===== src/hdl/pirdema_pkg.sv =====
// Package with the shared types and constants of the PIR dual-average motion detector.
package pirdema_pkg;

  localparam int SAMPLE_BITS    = 14;
  localparam int WEIGHT_BITS    = 16;
  localparam int CFG_DATA_BITS  = 16;
  localparam int CFG_INDEX_BITS = 3;

  typedef logic [SAMPLE_BITS-1:0]    sample_t;
  typedef logic [WEIGHT_BITS-1:0]    weight_t;
  typedef logic [CFG_DATA_BITS-1:0]  cfg_data_t;
  typedef logic [CFG_INDEX_BITS-1:0] cfg_addr_t;

  typedef enum logic [CFG_INDEX_BITS-1:0] {
    CFG_THRESHOLD   = 3'd0,
    CFG_BAND_LOWER  = 3'd1,
    CFG_BAND_UPPER  = 3'd2,
    CFG_FAST_WEIGHT = 3'd3,
    CFG_SLOW_WEIGHT = 3'd4
  } cfg_index_t;

  localparam sample_t RST_THRESHOLD   = sample_t'(1500);
  localparam sample_t RST_BAND_LOWER  = sample_t'(3000);
  localparam sample_t RST_BAND_UPPER  = sample_t'(14000);
  localparam weight_t RST_FAST_WEIGHT = weight_t'(6554);
  localparam weight_t RST_SLOW_WEIGHT = weight_t'(66);
  localparam sample_t RST_AVERAGE     = sample_t'(8000);

  typedef struct packed {
    logic    mode;
    sample_t sample_value;
  } req_t;

  typedef struct packed {
    sample_t level_out;
    logic    motion_flag;
    logic    sample_in_band;
  } rsp_t;

  typedef struct packed {
    sample_t threshold;
    sample_t band_lower;
    sample_t band_upper;
    weight_t fast_weight;
    weight_t slow_weight;
  } cfg_t;

endpackage


===== src/hdl/pir_dual_ema_motion_detector.sv =====
// Top level of the PIR dual exponential-average motion detector.
//
// Each beat on the request channel is either a sensor sample or a read-and-clear of the
// sticky motion flag, and produces exactly one response beat. A new request is taken in
// every cycle while the response channel is not stalled; a request passes through the
// request register and then the response register. The rate is set by the update of the
// fast and slow averages, the level and the flag, which is combinational between the request
// register and the response register and feeds the next request through the state
// registers. Configuration writes take effect on the next clock and must only be made
// while no request is in flight.
module pir_dual_ema_motion_detector
  import pirdema_pkg::*;
(
  input  logic      clk,
  input  logic      rst,
  input  logic      req_valid,
  output logic      req_stall,
  input  req_t      req,
  output logic      rsp_valid,
  input  logic      rsp_stall,
  output rsp_t      rsp,
  input  logic      cfg_write,
  input  cfg_addr_t cfg_index,
  input  cfg_data_t cfg_data
);

  cfg_t    cfg;
  logic    stage_valid;
  req_t    stage;
  logic    advance;
  sample_t fast_average;
  sample_t slow_average;
  sample_t current_level;
  logic    motion_latched;
  sample_t fast_average_next;
  sample_t slow_average_next;
  sample_t level_next;
  logic    latched_next;
  logic    in_band;

  pirdema_cfg_regs u_cfg_regs (
    .clk       (clk),
    .rst       (rst),
    .cfg_write (cfg_write),
    .cfg_index (cfg_index),
    .cfg_data  (cfg_data),
    .cfg       (cfg)
  );

  pirdema_ema u_fast_ema (
    .weight       (cfg.fast_weight),
    .sample       (stage.sample_value),
    .average      (fast_average),
    .average_next (fast_average_next)
  );

  pirdema_ema u_slow_ema (
    .weight       (cfg.slow_weight),
    .sample       (stage.sample_value),
    .average      (slow_average),
    .average_next (slow_average_next)
  );

  assign advance   = stage_valid && (!rsp_valid || !rsp_stall);
  assign req_stall = stage_valid && !advance;

  always_comb begin
    in_band = !stage.mode && (stage.sample_value > cfg.band_lower)
              && (stage.sample_value < cfg.band_upper);
    if (fast_average_next >= slow_average_next) begin
      level_next = fast_average_next - slow_average_next;
    end else begin
      level_next = slow_average_next - fast_average_next;
    end
    latched_next = motion_latched || (level_next > cfg.threshold);
  end

  always_ff @(posedge clk) begin
    if (rst) begin
      stage_valid    <= 1'b0;
      rsp_valid      <= 1'b0;
      fast_average   <= RST_AVERAGE;
      slow_average   <= RST_AVERAGE;
      current_level  <= '0;
      motion_latched <= 1'b0;
    end else begin
      if (req_valid && !req_stall) begin
        stage_valid <= 1'b1;
        stage       <= req;
      end else if (advance) begin
        stage_valid <= 1'b0;
      end

      if (advance) begin
        rsp_valid <= 1'b1;
        if (in_band) begin
          fast_average       <= fast_average_next;
          slow_average       <= slow_average_next;
          current_level      <= level_next;
          motion_latched     <= latched_next;
          rsp.level_out      <= level_next;
          rsp.motion_flag    <= latched_next;
          rsp.sample_in_band <= 1'b1;
        end else begin
          if (stage.mode) begin
            motion_latched <= 1'b0;
          end
          rsp.level_out      <= current_level;
          rsp.motion_flag    <= motion_latched;
          rsp.sample_in_band <= 1'b0;
        end
      end else if (!rsp_stall) begin
        rsp_valid <= 1'b0;
      end
    end
  end

endmodule


===== src/hdl/pirdema_cfg_regs.sv =====
// Configuration register file of the motion detector.
module pirdema_cfg_regs
  import pirdema_pkg::*;
(
  input  logic      clk,
  input  logic      rst,
  input  logic      cfg_write,
  input  cfg_addr_t cfg_index,
  input  cfg_data_t cfg_data,
  output cfg_t      cfg
);

  always_ff @(posedge clk) begin
    if (rst) begin
      cfg.threshold   <= RST_THRESHOLD;
      cfg.band_lower  <= RST_BAND_LOWER;
      cfg.band_upper  <= RST_BAND_UPPER;
      cfg.fast_weight <= RST_FAST_WEIGHT;
      cfg.slow_weight <= RST_SLOW_WEIGHT;
    end else if (cfg_write) begin
      unique case (cfg_index_t'(cfg_index))
        CFG_THRESHOLD:   cfg.threshold   <= cfg_data[SAMPLE_BITS-1:0];
        CFG_BAND_LOWER:  cfg.band_lower  <= cfg_data[SAMPLE_BITS-1:0];
        CFG_BAND_UPPER:  cfg.band_upper  <= cfg_data[SAMPLE_BITS-1:0];
        CFG_FAST_WEIGHT: cfg.fast_weight <= cfg_data[WEIGHT_BITS-1:0];
        CFG_SLOW_WEIGHT: cfg.slow_weight <= cfg_data[WEIGHT_BITS-1:0];
        default: ;
      endcase
    end
  end

endmodule


===== src/hdl/pirdema_ema.sv =====
// One exponential-average update: old + floor(w * (x - old) / 65536).
module pirdema_ema
  import pirdema_pkg::*;
(
  input  weight_t weight,
  input  sample_t sample,
  input  sample_t average,
  output sample_t average_next
);

  logic signed [SAMPLE_BITS:0]               diff;
  logic signed [WEIGHT_BITS+SAMPLE_BITS+1:0] prod;
  logic signed [SAMPLE_BITS+1:0]             step;
  logic signed [SAMPLE_BITS+1:0]             sum;

  // The identity w*x + (1-w)*old = old + w*(x-old) needs one signed product.
  always_comb begin
    diff = $signed({1'b0, sample}) - $signed({1'b0, average});
    prod = $signed({1'b0, weight}) * diff;
    step = prod[WEIGHT_BITS+SAMPLE_BITS+1:WEIGHT_BITS];
    sum  = $signed({2'b00, average}) + step;
    average_next = sum[SAMPLE_BITS-1:0];
  end

endmodule


===== config.mk =====
export PLATFORM = sky130hd
export DESIGN_NAME = pir_dual_ema_motion_detector
export DESIGN_NICKNAME = d
export VERILOG_FILES = /design/src/hdl/pirdema_pkg.sv /design/src/hdl/pir_dual_ema_motion_detector.sv /design/src/hdl/pirdema_cfg_regs.sv /design/src/hdl/pirdema_ema.sv
export SDC_FILE = /design/constraint.sdc
export NUM_CORES = 2
export LEC_CHECK = 0
export BUFFER_PORTS_ARGS = -buffer_cell sky130_fd_sc_hd__buf_2
export CORE_AREA = 2 2 329 201
export CTS_CLUSTER_SIZE = 40
export DETAILED_ROUTE_END_ITERATION = 16
export DIE_AREA = 0 0 331 203
export HOLD_SLACK_MARGIN = 0.06
export PLACE_DENSITY = 0.6
export SYNTH_ARGS = -nofsm -noshare
export SYNTH_HDL_FRONTEND = slang
export SYNTH_SLANG_ARGS = --single-unit

===== constraint.sdc =====
create_clock -name clk -period 35.5 [get_ports clk]
set_input_delay 1.775 -clock clk [delete_from_list [all_inputs] [get_ports clk]]
set_output_delay 1.775 -clock clk [all_outputs]
set_load 0.01 [all_outputs]

; ---- After elaboration in Yosys (flattened, before gate mapping)
; Cells that the tools add are included.
[totals]
inputBits = 39
register_bits = 150
word_cells = 66
out_inout_bits = 18
[classes]
magnitude_cmp = 4
multipliers = 2
bitwise = 1
muxes = 8
reduce_logical = 24
n_addsub = 6
eq_ne = 5
[ops]
columns = op, n
row1 = $mul 17x15->30, 2
row2 = $sub 14x14->15, 2
row3 = $add 14x14->14, 2
row4 = $gt 14x14->1, 2
row5 = $sub 14x14->14, 2
row6 = $reduce_and 2->1, 9
row7 = $mux 16, 1
row8 = $ge 14x14->1, 1
row9 = $lt 14x14->1, 1
row10 = $mux 14, 1
row11 = $eq 3x2->1 const B, 2
row12 = $mux 1, 6
row13 = $logic_and 1x1->1, 5
row14 = $logic_not 1->1, 5
row15 = $reduce_bool 2->1, 2
row16 = $eq 3x1->1 const B, 1
row17 = $eq 3x3->1 const B, 1
row18 = $logic_not 3->1, 1
row19 = $logic_or 1x1->1, 2
row20 = $ne 2x1->1 const B, 1
row21 = $not 1->1, 1

; ---- Logic depth before layout (Yosys ltp)
[depth]
ltp_word = 8
ltp_mapped = 64
depth_no_buf = 60

; ---- Cells and area by module
; A second synthesis with hierarchy kept.
[hier_totals]
cells_unflattened = 2818
area_unflattened_um2 = 25449.4
[modules_own_cells]
columns = mod, seq_area_each_um2, cells_per_inst, area_each_um2, n_inst
row1 = pirdema_ema at u_slow_ema, 0.0, 989, 8592.0, 1
row2 = pirdema_ema at u_fast_ema, 0.0, 984, 8584.5, 1
row3 = pir_dual_ema_motion_detector, 1831.8, 563, 5290.1, 1
row4 = pirdema_cfg_regs, 1481.4, 282, 2982.9, 1

; ---- Least setup slack after synthesis
; Ideal clock, no wire load.
[synth_path]
kind = reg2reg
start = register stage[1] in the netlist's numbering
end = register rsp[1] in the netlist's numbering (data pin)
required_ns = 35.244
arrival_time_ns = 12.445
path_stages_with_launch = 60
slack_ns = 22.799
setup_ns = 0.256
synth_period_minus_slack_ns = 12.701
n_path_buf = 4
path_cell_list = edfxtp_1 -> ha_1 -> nor2b_1 -> o21ai_1 -> a21boi_0 -> o21ai_0 -> a21boi_1 -> o21ai_0 -> a21oi_1 -> or3_1 -> clkbuf_1 -> clkbuf_1 -> and3_1 -> fa_1 -> inv_1 -> fa_1 -> inv_1 -> fa_1 -> (+24 left out) -> nand4_1 -> o31a_1 -> o21a_1 -> nand2_4 -> buf_8 -> mux2_2 -> a31oi_1 -> xnor2_1 -> ha_1 -> a21o_1 -> a21o_1 -> a21o_1 -> a21o_1 -> a21o_1 -> a21o_1 -> a221o_1 -> nand3_1 -> nand2b_1
[synth_via]
elab_chain_cells = 8
word_cells_on_any_way = 17
cone_classes = add/sub: 6 / mul: 2 / order compare: 4 / mux: 2 / reduce/logical: 3
[synth_rtl]
columns = item, line
row1 = from (decl), pir_dual_ema_motion_detector.sv:29  ; req_t stage;
row2 = from (signal assigned), pir_dual_ema_motion_detector.sv:89  ; stage <= req;
row3 = $sub 14x14->15, pirdema_ema.sv:18  ; diff = $signed({1'b0, sample}) - $signed({1'b0, average});
row4 = $mul 17x15->30, pirdema_ema.sv:19  ; prod = $signed({1'b0, weight}) * diff;
row5 = $add 14x14->14, pirdema_ema.sv:21  ; sum = $signed({2'b00, average}) + step;
row6 = named net slow_average_next[11], pir_dual_ema_motion_detector.sv:36  ; sample_t slow_average_next;
row7 = $ge 14x14->1, pir_dual_ema_motion_detector.sv:70  ; if (fast_average_next >= slow_average_next) begin
row8 = $mux 14, pir_dual_ema_motion_detector.sv:70
row9 = named net level_next[7], pir_dual_ema_motion_detector.sv:37  ; sample_t level_next;
row10 = $gt 14x14->1, pir_dual_ema_motion_detector.sv:75  ; latched_next = motion_latched || (level_next > cfg.threshold);
row11 = $logic_or 1x1->1, pir_dual_ema_motion_detector.sv:75
row12 = $mux 16, pir_dual_ema_motion_detector.sv:96  ; if (in_band) begin
row13 = to (decl), pir_dual_ema_motion_detector.sv:21  ; output rsp_t rsp,
; The timed path passes the listed nets, and every way through them passes these cells.
; A chain may end at the register's enable or synchronous reset.

; ---- Final worst setup path
[layout_path]
start = register stage[2] in the netlist's numbering
end = register rsp[1] in the netlist's numbering (data pin)
; The elaborated chain is that of the path after synthesis.

==> flow_summary.ini <==
[run_status]
result_of_the_run = finished clean

[layout]
layout-drive-gt1-share = 0.06395
most_frequent_standard_cell_in_the_layout_excluding_fill_and_tap_cells = inv_1
regArea_um2 = 3313
number_of_diodes_added_for_antenna_fixing = 0
fin_util = 0.4260
design.final.nets = 3652
most-common-layout-cells = 554 x inv_1, 420 x nand2_1, 366 x fa_1
area_of_the_multi_input_gates_um2 = 19610
fill_cells = 6355
syn_to_final_growth_pct = 7.117

[synth]
synthCells = 2927
synth_area_leaders = fa_1 29%, ha_1 16%, dfxtp_1 9.4%
yosys_warnings = 0
syn_area_um2 = 25440
count_of_flip_flops_with_a_built_in_enable_after_synthesis = 31
post-synth-top-area-cell = fa_1
synth_seq_cells = 150
synth-seq-area-share = 0.1302
synth_fp_nets = 3652
async_flop_share = 0
ys_flop_type = dfxtp_1
synth.lib_cells_used.distinct = 81
synthesis.area_per_instance_um2 = 8.691
synth_top_area_frac = 0.2880

[timing]
setup_tns_ps = 0
final_period_minus_worst_setup_slack_ps = 14480
slew_violations = 0
worst_slew_pin_slew_ps = 1198
post-route-period-util = 0.4080
max-slew-margin-rel = 0.2016
maxClockFrequency_mhz = 69.05
finClkSkew_ps = 10.14
setup_viol_count_final = 0
hold_viol = 0
grt_setup_unrepaired = no

[die]
initial_utilization = 0.3977
fp.dieH_um = 203
ioPinCount = 57
core_ar_um2 = 63960
die_w_um = 331
placementRows = 72
dieArea_um2 = 67190

[clock_tree]
worst_skew_pair.late_latency_ps = 460
clock-root-buffer = clkbuf_16
cts-resized-gates = 0
post_cts.repair.setup_buffers = 0
clkTransAtPathRegs_ps = 70
cts_made_buffers = 17
tritoncts = built
ctsHoldBuffers = 0
cts_max_path_buffers = 2
htree_num_levels = 4
number_of_clock_sinks_seen_by_cts = 150

[drt]
finalWirelength_um = 76500
detail_route.drc_violations = 0
wl_per_cell_um = 20.18
detailedRoute.firstIterationViolations = 1825
detail_route.vias_per_cell = 5.183
route.vias.total = 19650
detail_route.first_pass.iterations = 6
route.antenna.remaining_nets = 0

[critical_path]
timing.critical_path.slowest_stage_cell = edfxtp_1
crit_path_buffers_inverters = 4
timing.critical_path.arrival_ps = 14690
critical-path-top-delay-family = compound AO/OA/AOI/OAI gates
kind_of_start_point_of_the_critical_path = flop
crit-reg2reg-launch = stage[2]
critPathKind = reg -> reg
worst_ep_required_time_ps = 35700
critical_path_peak_fanout = 21
worstSetupStartpoint = stage[2]
cp-end-kind = flop
slowest_delay_ps = 580

[placement]
rd_place_congestion = 0.9886
dp_hpwl_um = 61710
input_output_buffers = 56

[grt]
grt_antenna_before_repair = 2
via_count_of_the_first_global_routing_pass = 19060
grt_start_max_net_pins = 53
grt_util_all_layers = 0.2350
global_route.overflow_total = 0
grt_pass1_wl_um = 118500

[hold_path]
hold_path.startpoint = current_level[7]
worstHoldPathType = reg -> reg

[job]
maxCapViolations = 0
[worst min-delay path: stages, from the launching register on]
cell,delay [ps]
dfxtp_1,310
nand2_1,50
a21oi_1,50
[synth_stat cells, types with 7 or more instances]
library cell  instances
a211o_1               7
a211oi_1             11
a21o_1               36
a21oi_1             115
a31oi_1               9
and2_1              124
and3_1               36
buf_2                 9
clkbuf_1             99
dfxtp_1             119
edfxtp_1             31
fa_1                366
ha_1                320
inv_1               554
mux2_2               28
mux2i_1              39
nand2_1             420
nand2b_1             81
nand3_1              50
nand4_1              15
nor2_1              101
nor2b_1              41
nor3_1               17
o211ai_1             42
o21a_1               17
o21ai_0              48
o21ai_1              10
o21bai_1              7
o31a_1                7
or3_1                 7
xnor2_1              54
xor2_1               25
[through the flow]
stage          area, um2  worst slack, ps  instances  hold slack, ps
2_1_floorplan      25440            22800       2927           433.8
4_1_cts            27250            21210       3791           458.3
3_5_place_dp       26650            21270       3759           447.7
6_report           27250            21020       3791           457.5
3_3_place_gp       26650            21470       3759           443.3
5_1_grt            27250            20100       3791           472.4
[state kept, by name (all words and copies together), names as in the netlist]
signal,cells
rsp_valid,1
fast_average,14
current_level,14
stage_valid,1
u_cfg_regs.cfg,74
motion_latched,1
stage,15
slow_average,14
rsp,16
[final cells by class]
class | count | area share
Inverter | 555 | 0.07645
Clock buffer | 17 | 0.01561
Sequential cell | 150 | 0.1216
Timing Repair Buffer | 95 | 0.02103
Clock inverter | 15 | 0.006474
Multi-Input combinational cell | 2108 | 0.7198
Tap cell | 851 | 0.03908
[logic make-up (layout without fill, tap and decap cells)]
kind of cell | after synthesis | in the layout | share of synthesized area
and+or+nand+nor | 914 | 914 | 0.1718
adders and majority gates | 686 | 686 | 0.4454
buffers and inverters | 669 | 682 | 0.1005
AOI/OAI and AO/OA | 359 | 359 | 0.09518
DFF | 150 | 150 | 0.1302
xor gates and xnor gates | 80 | 80 | 0.02808
muxes | 69 | 69 | 0.02882
[routing by layer]
metal,wire length [um],up-vias,track usage
li1,-,9266,-
met1,39100,9453,0.3820
met2,26220,881,0.2770
met3,10450,48,0.1042
met4,720,0,0.03041
met5,0,-,0
[worst paths after layout]
kind,end,slack (ps),cells after the start
worst max-delay path,rsp[1],21020,51
worst min-delay path,current_level[7],460,2
worst max register to register,rsp[1],21020,51
worst min register to register,current_level[7],460,2
Power is not shown: default switching activity piles up to over one toggle a cycle in this logic, so the estimate is an artifact.
